==> src/hdl/cdsd_pkg.sv <==
// Shared types, constants and calendar tables for the civil date / serial day converter.
// Used by cdsd_to_serial, cdsd_from_serial and the top level; depends on nothing.
`default_nettype none

package cdsd_pkg;

    typedef enum logic [2:0] {
        ST_OK,
        ST_YEAR,
        ST_MONTH,
        ST_DAY,
        ST_HOUR,
        ST_MINUTE,
        ST_SECOND,
        ST_MSEC
    } status_t;

    localparam int DAYS_PER_ERA  = 146097;
    localparam int MS_PER_HOUR   = 3600000;
    localparam int MS_PER_MINUTE = 60000;
    localparam int MS_PER_SECOND = 1000;

    // Reciprocals for division by constants: q = (x * M) >> S, exact for the input widths used.
    localparam int          REC25_S    = 21;
    localparam logic [17:0] REC25_M    = 18'(((64'd1 << REC25_S) + 64'd24) / 64'd25);
    localparam int          REC_ERA_S  = 45;
    localparam logic [28:0] REC_ERA_M  = 29'(((64'd1 << REC_ERA_S) + 64'd146096) / 64'd146097);
    localparam int          REC1460_S  = 29;
    localparam logic [19:0] REC1460_M  = 20'(((64'd1 << REC1460_S) + 64'd1459) / 64'd1460);
    localparam int          REC365_S   = 27;
    localparam logic [19:0] REC365_M   = 20'(((64'd1 << REC365_S) + 64'd364) / 64'd365);

    // First day of each month within a year that starts on March 1.
    function automatic logic [8:0] month_start(input logic [3:0] mp);
        logic [8:0] r;
        unique case (mp)
            4'd0:    r = 9'd0;
            4'd1:    r = 9'd31;
            4'd2:    r = 9'd61;
            4'd3:    r = 9'd92;
            4'd4:    r = 9'd122;
            4'd5:    r = 9'd153;
            4'd6:    r = 9'd184;
            4'd7:    r = 9'd214;
            4'd8:    r = 9'd245;
            4'd9:    r = 9'd275;
            4'd10:   r = 9'd306;
            4'd11:   r = 9'd337;
            default: r = 9'd0;
        endcase
        return r;
    endfunction

    // Longest length of a civil month; February is given its leap length.
    function automatic logic [4:0] month_len(input logic [3:0] m);
        logic [4:0] r;
        unique case (m)
            4'd1, 4'd3, 4'd5, 4'd7, 4'd8, 4'd10, 4'd12: r = 5'd31;
            4'd4, 4'd6, 4'd9, 4'd11:                   r = 5'd30;
            4'd2:                                       r = 5'd29;
            default:                                    r = 5'd0;
        endcase
        return r;
    endfunction

endpackage

`default_nettype wire

==> src/hdl/cdsd_to_serial.sv <==
// Civil date and time check and conversion to serial day and milliseconds of day.
// Five register stages; depends on cdsd_pkg.
`default_nettype none

module cdsd_to_serial #(
    parameter int MAX_YEAR = 100000
) (
    input  wire logic              clk,
    input  wire logic [16:0]       year,
    input  wire logic [3:0]        month,
    input  wire logic [4:0]        day,
    input  wire logic [4:0]        hour,
    input  wire logic [5:0]        minute,
    input  wire logic [5:0]        second,
    input  wire logic [9:0]        millisecond,
    output logic [26:0]            serial,
    output logic [26:0]            ms,
    output cdsd_pkg::status_t      status
);

    localparam int DLY = 4;

    logic              month_low;
    logic [17:0]       ysh;
    logic [3:0]        mp;
    logic [8:0]        doy;
    logic [33:0]       qy_prod;
    logic [33:0]       qs_prod;
    cdsd_pkg::status_t st1;
    logic              feb29;

    logic [16:0]       year_reg;
    logic [17:0]       ysh_reg;
    logic [8:0]        doy_reg;
    logic [10:0]       qy_reg;
    logic [10:0]       qs_reg;
    cdsd_pkg::status_t st1_reg;
    logic              feb29_reg;
    logic [26:0]       hp_reg;
    logic [26:0]       mip_reg;
    logic [26:0]       sp_reg;
    logic [9:0]        msec_reg;

    logic [14:0]       rem25;
    logic              leap;
    cdsd_pkg::status_t st2;
    logic [26:0]       serial2;
    logic [26:0]       ms2;

    logic [26:0]       serial_reg [DLY];
    logic [26:0]       ms_reg [DLY];
    cdsd_pkg::status_t st_reg [DLY];

    always_comb
    begin
        month_low = (month <= 4'd2);
        ysh       = 18'(year) + 18'd400 - {17'b0, month_low};
        mp        = month_low ? (month + 4'd9) : (month - 4'd3);
        doy       = cdsd_pkg::month_start(mp) + 9'(day) - 9'd1;
        qy_prod   = 34'(year[16:2]) * 34'(cdsd_pkg::REC25_M);
        qs_prod   = 34'(ysh[17:2]) * 34'(cdsd_pkg::REC25_M);
        feb29     = (month == 4'd2) && (day == 5'd29);
        priority if ({15'b0, year} > 32'(MAX_YEAR))
            st1 = cdsd_pkg::ST_YEAR;
        else if (month == 4'd0 || month > 4'd12)
            st1 = cdsd_pkg::ST_MONTH;
        else if (day == 5'd0 || day > cdsd_pkg::month_len(month))
            st1 = cdsd_pkg::ST_DAY;
        else if (hour > 5'd23)
            st1 = cdsd_pkg::ST_HOUR;
        else if (minute > 6'd59)
            st1 = cdsd_pkg::ST_MINUTE;
        else if (second > 6'd59)
            st1 = cdsd_pkg::ST_SECOND;
        else if (millisecond > 10'd999)
            st1 = cdsd_pkg::ST_MSEC;
        else
            st1 = cdsd_pkg::ST_OK;
    end

    always_ff @(posedge clk)
    begin
        year_reg  <= year;
        ysh_reg   <= ysh;
        doy_reg   <= doy;
        qy_reg    <= qy_prod[cdsd_pkg::REC25_S +: 11];
        qs_reg    <= qs_prod[cdsd_pkg::REC25_S +: 11];
        st1_reg   <= st1;
        feb29_reg <= feb29;
        hp_reg    <= 27'(hour) * 27'(cdsd_pkg::MS_PER_HOUR);
        mip_reg   <= 27'(minute) * 27'(cdsd_pkg::MS_PER_MINUTE);
        sp_reg    <= 27'(second) * 27'(cdsd_pkg::MS_PER_SECOND);
        msec_reg  <= millisecond;
    end

    always_comb
    begin
        rem25   = year_reg[16:2] - 15'(15'(qy_reg) * 15'd25);
        leap    = (year_reg[1:0] == 2'd0) && (rem25 != 15'd0 || year_reg[3:0] == 4'd0);
        st2     = (feb29_reg && !leap && st1_reg != cdsd_pkg::ST_YEAR) ?
                  cdsd_pkg::ST_DAY : st1_reg;
        serial2 = 27'(ysh_reg) * 27'd365 + 27'(ysh_reg[17:2]) - 27'(qs_reg)
                  + 27'(qs_reg[10:2]) + 27'(doy_reg) - 27'(cdsd_pkg::DAYS_PER_ERA);
        ms2     = hp_reg + mip_reg + sp_reg + 27'(msec_reg);
    end

    always_ff @(posedge clk)
    begin
        serial_reg[0] <= (st2 == cdsd_pkg::ST_OK) ? serial2 : 27'd0;
        ms_reg[0]     <= (st2 == cdsd_pkg::ST_OK) ? ms2 : 27'd0;
        st_reg[0]     <= st2;
        for (int i = 1; i < DLY; i++)
        begin
            serial_reg[i] <= serial_reg[i-1];
            ms_reg[i]     <= ms_reg[i-1];
            st_reg[i]     <= st_reg[i-1];
        end
    end

    assign serial = serial_reg[DLY-1];
    assign ms     = ms_reg[DLY-1];
    assign status = st_reg[DLY-1];

endmodule

`default_nettype wire

==> src/hdl/cdsd_from_serial.sv <==
// Serial day to civil year, month and day over 400-year eras, with range check.
// Five register stages and a final month search; depends on cdsd_pkg.
`default_nettype none

module cdsd_from_serial #(
    parameter int MAX_YEAR = 100000
) (
    input  wire logic                clk,
    input  wire logic signed [26:0]  serial_in,
    output logic [16:0]              year,
    output logic [3:0]               month,
    output logic [4:0]               day,
    output cdsd_pkg::status_t        status
);

    localparam logic signed [31:0] TOP_SERIAL = 32'(
        365 * longint'(MAX_YEAR) + MAX_YEAR / 4 - MAX_YEAR / 100 + MAX_YEAR / 400 + 305);

    logic signed [31:0] zs;
    logic               bad;
    logic [26:0]        z_sh;
    logic [55:0]        era_prod;

    logic [26:0]        z_reg;
    logic [9:0]         era1_reg;
    logic               bad1_reg;

    logic [26:0]        doe_full;
    logic [17:0]        doe2_reg;
    logic [9:0]         era2_reg;
    logic               bad2_reg;

    logic [37:0]        a_prod;
    logic [2:0]         cent;
    logic               last_day;
    logic [17:0]        num;
    logic [17:0]        num3_reg;
    logic [17:0]        doe3_reg;
    logic [9:0]         era3_reg;
    logic               bad3_reg;

    logic [37:0]        y_prod;
    logic [8:0]         yoe4_reg;
    logic [17:0]        doe4_reg;
    logic [9:0]         era4_reg;
    logic               bad4_reg;

    logic [1:0]         c100;
    logic [17:0]        doy_full;
    logic [8:0]         doy5_reg;
    logic [8:0]         yoe5_reg;
    logic [9:0]         era5_reg;
    logic               bad5_reg;

    logic [3:0]         mp;
    logic [3:0]         m_calc;

    always_comb
    begin
        zs       = 32'(serial_in);
        bad      = (zs < -32'sd60) || (zs > TOP_SERIAL);
        z_sh     = 27'(serial_in) + 27'(cdsd_pkg::DAYS_PER_ERA);
        era_prod = 56'(z_sh) * 56'(cdsd_pkg::REC_ERA_M);
    end

    always_ff @(posedge clk)
    begin
        z_reg    <= z_sh;
        era1_reg <= era_prod[cdsd_pkg::REC_ERA_S +: 10];
        bad1_reg <= bad;
    end

    assign doe_full = z_reg - 27'(27'(era1_reg) * 27'(cdsd_pkg::DAYS_PER_ERA));

    always_ff @(posedge clk)
    begin
        doe2_reg <= doe_full[17:0];
        era2_reg <= era1_reg;
        bad2_reg <= bad1_reg;
    end

    always_comb
    begin
        a_prod   = 38'(doe2_reg) * 38'(cdsd_pkg::REC1460_M);
        cent     = 3'(doe2_reg >= 18'd36524) + 3'(doe2_reg >= 18'd73048)
                   + 3'(doe2_reg >= 18'd109572) + 3'(doe2_reg >= 18'd146096);
        last_day = (doe2_reg == 18'd146096);
        num      = doe2_reg - 18'(a_prod[cdsd_pkg::REC1460_S +: 7]) + 18'(cent)
                   - 18'(last_day);
    end

    always_ff @(posedge clk)
    begin
        num3_reg <= num;
        doe3_reg <= doe2_reg;
        era3_reg <= era2_reg;
        bad3_reg <= bad2_reg;
    end

    assign y_prod = 38'(num3_reg) * 38'(cdsd_pkg::REC365_M);

    always_ff @(posedge clk)
    begin
        yoe4_reg <= y_prod[cdsd_pkg::REC365_S +: 9];
        doe4_reg <= doe3_reg;
        era4_reg <= era3_reg;
        bad4_reg <= bad3_reg;
    end

    always_comb
    begin
        c100     = 2'(yoe4_reg >= 9'd100) + 2'(yoe4_reg >= 9'd200) + 2'(yoe4_reg >= 9'd300);
        doy_full = doe4_reg - (18'(yoe4_reg) * 18'd365 + 18'(yoe4_reg[8:2]) - 18'(c100));
    end

    always_ff @(posedge clk)
    begin
        doy5_reg <= doy_full[8:0];
        yoe5_reg <= yoe4_reg;
        era5_reg <= era4_reg;
        bad5_reg <= bad4_reg;
    end

    always_comb
    begin
        mp = 4'd0;
        for (int k = 1; k < 12; k++)
        begin
            if (doy5_reg >= cdsd_pkg::month_start(4'(k)))
                mp = 4'(k);
        end
        m_calc = (mp < 4'd10) ? (mp + 4'd3) : (mp - 4'd9);
        if (bad5_reg)
        begin
            year   = 17'd0;
            month  = 4'd0;
            day    = 5'd0;
            status = cdsd_pkg::ST_YEAR;
        end
        else
        begin
            year   = 17'(yoe5_reg) + 17'(era5_reg) * 17'd400 - 17'd400
                     + 17'(m_calc <= 4'd2);
            month  = m_calc;
            day    = 5'(doy5_reg - cdsd_pkg::month_start(mp) + 9'd1);
            status = cdsd_pkg::ST_OK;
        end
    end

endmodule

`default_nettype wire

==> src/hdl/civil_date_serial_day_converter.sv <==
// Top level of the two-way Gregorian date converter: request capture, valid pipeline,
// result register. Depends on cdsd_pkg, cdsd_to_serial and cdsd_from_serial.
//
//  Channel   Handshake        Fields
//  request   start / busy     func, year, month, day, hour, minute, second,
//                             millisecond, serial_in
//  result    done (strobe)    serial_out, ms_of_day, year_out, month_out,
//                             day_out, status
//
// A request is taken in any cycle where start is high; busy stays low.
// Each result is loaded into the result register and shown for one cycle, with done high.
// Both conversion paths are five-stage pipelines run in parallel; the result register
// picks one by func. Reset clears only the valid bits and done.
`default_nettype none

module civil_date_serial_day_converter #(
    parameter int MAX_YEAR = 100000
) (
    input  wire logic                clk,
    input  wire logic                rst_n,
    input  wire logic                start,
    output logic                     busy,
    input  wire logic                func,
    input  wire logic [16:0]         year,
    input  wire logic [3:0]          month,
    input  wire logic [4:0]          day,
    input  wire logic [4:0]          hour,
    input  wire logic [5:0]          minute,
    input  wire logic [5:0]          second,
    input  wire logic [9:0]          millisecond,
    input  wire logic signed [26:0]  serial_in,
    output logic                     done,
    output logic signed [26:0]       serial_out,
    output logic [26:0]              ms_of_day,
    output logic [16:0]              year_out,
    output logic [3:0]               month_out,
    output logic [4:0]               day_out,
    output logic [2:0]               status
);

    localparam int LAT = 5;

    logic [LAT-1:0]    vld_reg;
    logic [LAT-1:0]    vld_next;
    logic [LAT-1:0]    func_reg;
    logic              done_reg;

    logic [26:0]       civ_serial;
    logic [26:0]       civ_ms;
    cdsd_pkg::status_t civ_status;
    logic [16:0]       ser_year;
    logic [3:0]        ser_month;
    logic [4:0]        ser_day;
    cdsd_pkg::status_t ser_status;

    logic [26:0]       serial_out_reg;
    logic [26:0]       ms_reg;
    logic [16:0]       year_reg;
    logic [3:0]        month_reg;
    logic [4:0]        day_reg;
    logic [2:0]        status_reg;

    cdsd_to_serial #(
        .MAX_YEAR (MAX_YEAR)
    ) u_to_serial (
        .clk         (clk),
        .year        (year),
        .month       (month),
        .day         (day),
        .hour        (hour),
        .minute      (minute),
        .second      (second),
        .millisecond (millisecond),
        .serial      (civ_serial),
        .ms          (civ_ms),
        .status      (civ_status)
    );

    cdsd_from_serial #(
        .MAX_YEAR (MAX_YEAR)
    ) u_from_serial (
        .clk       (clk),
        .serial_in (serial_in),
        .year      (ser_year),
        .month     (ser_month),
        .day       (ser_day),
        .status    (ser_status)
    );

    assign vld_next = {vld_reg[LAT-2:0], start};

    always_ff @(posedge clk or negedge rst_n)
    begin
        if (!rst_n)
        begin
            vld_reg  <= '0;
            done_reg <= 1'b0;
        end
        else
        begin
            vld_reg  <= vld_next;
            done_reg <= vld_reg[LAT-1];
        end
    end

    always_ff @(posedge clk)
    begin
        func_reg <= {func_reg[LAT-2:0], func};
        if (vld_reg[LAT-1])
        begin
            if (func_reg[LAT-1])
            begin
                serial_out_reg <= 27'd0;
                ms_reg         <= 27'd0;
                year_reg       <= ser_year;
                month_reg      <= ser_month;
                day_reg        <= ser_day;
                status_reg     <= ser_status;
            end
            else
            begin
                serial_out_reg <= civ_serial;
                ms_reg         <= civ_ms;
                year_reg       <= 17'd0;
                month_reg      <= 4'd0;
                day_reg        <= 5'd0;
                status_reg     <= civ_status;
            end
        end
    end

    assign busy       = 1'b0;
    assign done       = done_reg;
    assign serial_out = serial_out_reg;
    assign ms_of_day  = ms_reg;
    assign year_out   = year_reg;
    assign month_out  = month_reg;
    assign day_out    = day_reg;
    assign status     = status_reg;

endmodule

`default_nettype wire
==> config.mk <==
export PLATFORM = sky130hd
export DESIGN_NAME = civil_date_serial_day_converter
export DESIGN_NICKNAME = d
export VERILOG_FILES = /design/src/hdl/cdsd_pkg.sv /design/src/hdl/cdsd_to_serial.sv /design/src/hdl/cdsd_from_serial.sv /design/src/hdl/civil_date_serial_day_converter.sv
export SDC_FILE = /design/constraint.sdc
export NUM_CORES = 2
export LEC_CHECK = 0
export ABC_AREA = 1
export BUFFER_PORTS_ARGS = -buffer_cell sky130_fd_sc_hd__buf_2
export CAP_MARGIN = 0
export CORE_ASPECT_RATIO = 1.25
export CORE_UTILIZATION = 30
export CTS_BUF_LIST = sky130_fd_sc_hd__clkbuf_8
export DETAILED_ROUTE_END_ITERATION = 10
export SYNTH_ARGS = -nofsm -noshare
export SYNTH_HDL_FRONTEND = slang
export SYNTH_HIERARCHICAL = 1
export SYNTH_SLANG_ARGS = --single-unit
==> constraint.sdc <==
create_clock -name clk -period 7.8 [get_ports clk]
set_clock_uncertainty 0.2 [all_clocks]
set_input_delay 1.56 -clock clk [delete_from_list [all_inputs] [get_ports clk]]
set_output_delay 1.56 -clock clk [all_outputs]
set_load 0.02 [all_outputs]
==> impl_metrics.ini <==
[floorplan]
core_area_um2 = 226000
pin_count = 169
fp.dieW_um = 428
dieArea_um2 = 229000
start_util = 0.302
num_rows = 195
fp.dieH_um = 535

[setup_path]
worst-setup-path-type = in -> reg
arrival_ns = 8.07
crit_fanout = 4
setup.worst_path.start_class = input pin
cp_slowest_cell = fa_1
critPathCaptureType = register
cp_slowest_stage_delay_ns = 0.53
worstPathRequired_ns = 8.28

[clock_network]
cts.sink_count = 606
clockRootBuffer = clkbuf_8
insertion_delay_ns = 0.84
cts_tree = built
clockBufferDepth = 3
cts.clk_slew.worst_paths_ns = 0.07
cts_htree_levels = 3
numCtsBuffers = 91

[timing]
fin_tns_setup_ns = 0
final_hold_viol_count = 0
worst_slew_pin_slew_ns = 1.19
rsz0062_at_grt = true
slew_headroom = 0.209
finalCritPeriodShare = 0.973
post-route-min-period_ns = 7.59
max_freq_mhz = 132
maxSlewViolCount = 0
finalSetupViolations = 0
timing.hold.ws_ns = 0.0972

[placed_design]
placed_area_um2 = 77200
gp_congestion = 0.914
hpwlAfterDp_um = 150000
portBuffers = 167

[yosys]
synth_area_leaders = fa_1 (27%), ha_1 (25%), dfxtp_1 (15%), inv_1 (10%), nand2_1 (3.8%)
async_flop_share = 0.00990
seq_area_frac_synth = 0.191
ys_seq_elements = 606
synth_most_common_cell = inv_1
yosys_warnings = 6
yosys.cell_types.count = 72
synth_edf_count = 83
syn_inst = 7225
synth-main-ff-cell = dfxtp_1
netlist_area_um2 = 68100
synth_top_area_cell = fa_1
synthTopCellsByCount = inv_1 (1885), ha_1 (1365), fa_1 (907), nand2_1 (688), dfxtp_1 (517)
syn_area_per_cell_um2 = 9.43
synth_top_area_share = 0.266

[route]
drt_pre_antenna_iters = 7
vias = 48800
drt-wirelength-per-cell_um = 15.2
drcViolationCount = 0
drtIter0Drc = 1731
drt-total-wl_um = 168000
ant_nets = 0
routed_via_density = 4.40

[grt]
grt_pass1_wl_um = 274000
antenna_found_initial = 9
grt_max_degree = 85
grtUsageTotal = 0.149
grt_overflow = 0
grt_pass1_vias = 53600

[finish]
syn_to_final_growth_pct = 17.4
final_core_util = 0.355
nFillCells = 22800
layout.nets = 10400
layout-drive-gt1-share = 0.143
final_cell_area_um2 = 80000

[outcome]
outcome = finished clean

[job]
maxCapViolCount = 0

[min_path]
hold_path_class = reg -> reg
## per-stage QoR
step	std cells	setup slack, ns
6_report	11100	0.208
5_1_grt	11100	-0.0958
4_1_cts	11100	0.00326
3_5_place_dp	10900	-0.754
3_3_place_gp	10900	-0.751
2_1_floorplan	7226	-0.280
## layout make-up
type | count | area [µm²] | share of cell area
Timing Repair Buffer | 752 | 5300 | 0.0662
Clock buffer | 107 | 1470 | 0.0184
Multi-Input combinational cell | 4705 | 48800 | 0.609
Tap cell | 2955 | 3700 | 0.0462
Antenna cell | 2 | 5.00 | 0.0000626
Inverter | 1892 | 7110 | 0.0889
Clock inverter | 59 | 629 | 0.00787
Sequential cell | 606 | 13000 | 0.163
## repair_timing
action,CTS,global route
endpoints found under the setup margin,6,32
pin swaps,24,90
hold buffers,0,0
gates resized for setup,38,115
setup buffers,5,5
## layer usage
layer,vias up,global-route usage,part of all wire
met2,624,0.288,0.53
li1,24100,-,-
met4,4,0.0669,0.048
met1,23800,0.163,0.40
met5,-,0,0.00015
met3,247,0.0148,0.025
## critical path, delay by kind of cell
family | cells | cell delay, ns
buffers and inverters | 7 | 0.41
AND/OR/NAND/NOR | 16 | 1.69
adder cells (fa/ha/maj) | 10 | 3.64
XOR/XNOR | 2 | 0.35
AO/OA/AOI/OAI | 3 | 0.42
## logic make-up (layout without fill, tap and decap cells)
kind of cell	Yosys count	count (layout)	synth area share
adders and majority gates	2272	2272	0.517
buffers and inverters	1915	2810	0.107
and+or+nand+nor	1425	1425	0.0895
AOI/OAI and AO/OA	737	737	0.0607
DFF	606	606	0.191
xor gates and xnor gates	268	268	0.0348
other	2	5	0.000110
## worst paths after layout
path                                            startpoint                          to  slack (ns)  depth (start not counted)
min in group asynchronous                            rst_n                  vld_reg[1]        0.41                          1
worst min register to register   u_to_serial/ms_reg[0][21]   u_to_serial/ms_reg[1][21]         0.1                          0
worst max register to register  u_from_serial/doe2_reg[12]  u_from_serial/num3_reg[16]        0.25                         31
worst min-delay path             u_to_serial/ms_reg[0][21]   u_to_serial/ms_reg[1][21]         0.1                          0
max in group asynchronous                            rst_n                  vld_reg[4]        6.83                          1
worst max-delay path                              month[3]       u_to_serial/qs_reg[7]        0.21                         38
## layout by cell type, fill, tap and decap left out, types with 14 or more instances in the layout
cell type and count:
inv_1 1882, ha_1 1326, fa_1 902, nand2_1 672
buf_4 578, dfxtp_1 503, nor2_1 362, a21oi_1 333
o21ai_0 188, xor2_1 165, buf_2 163, nand3_1 123
clkbuf_8 107, xnor2_1 88, edfxtp_1 83, nor2_2 64
nand4_1 55, nor3_1 52, inv_2 32, ha_4 30
a21o_1 28, o21ai_1 24, nand2_2 22, a31oi_1 22
a21oi_2 20, o21bai_1 20, nor4_1 17, a211oi_1 15
o21a_1 14
Power is left out: the tool's default activity adds up to more than one toggle a clock period on the data nets, which glitch-free logic cannot reach.
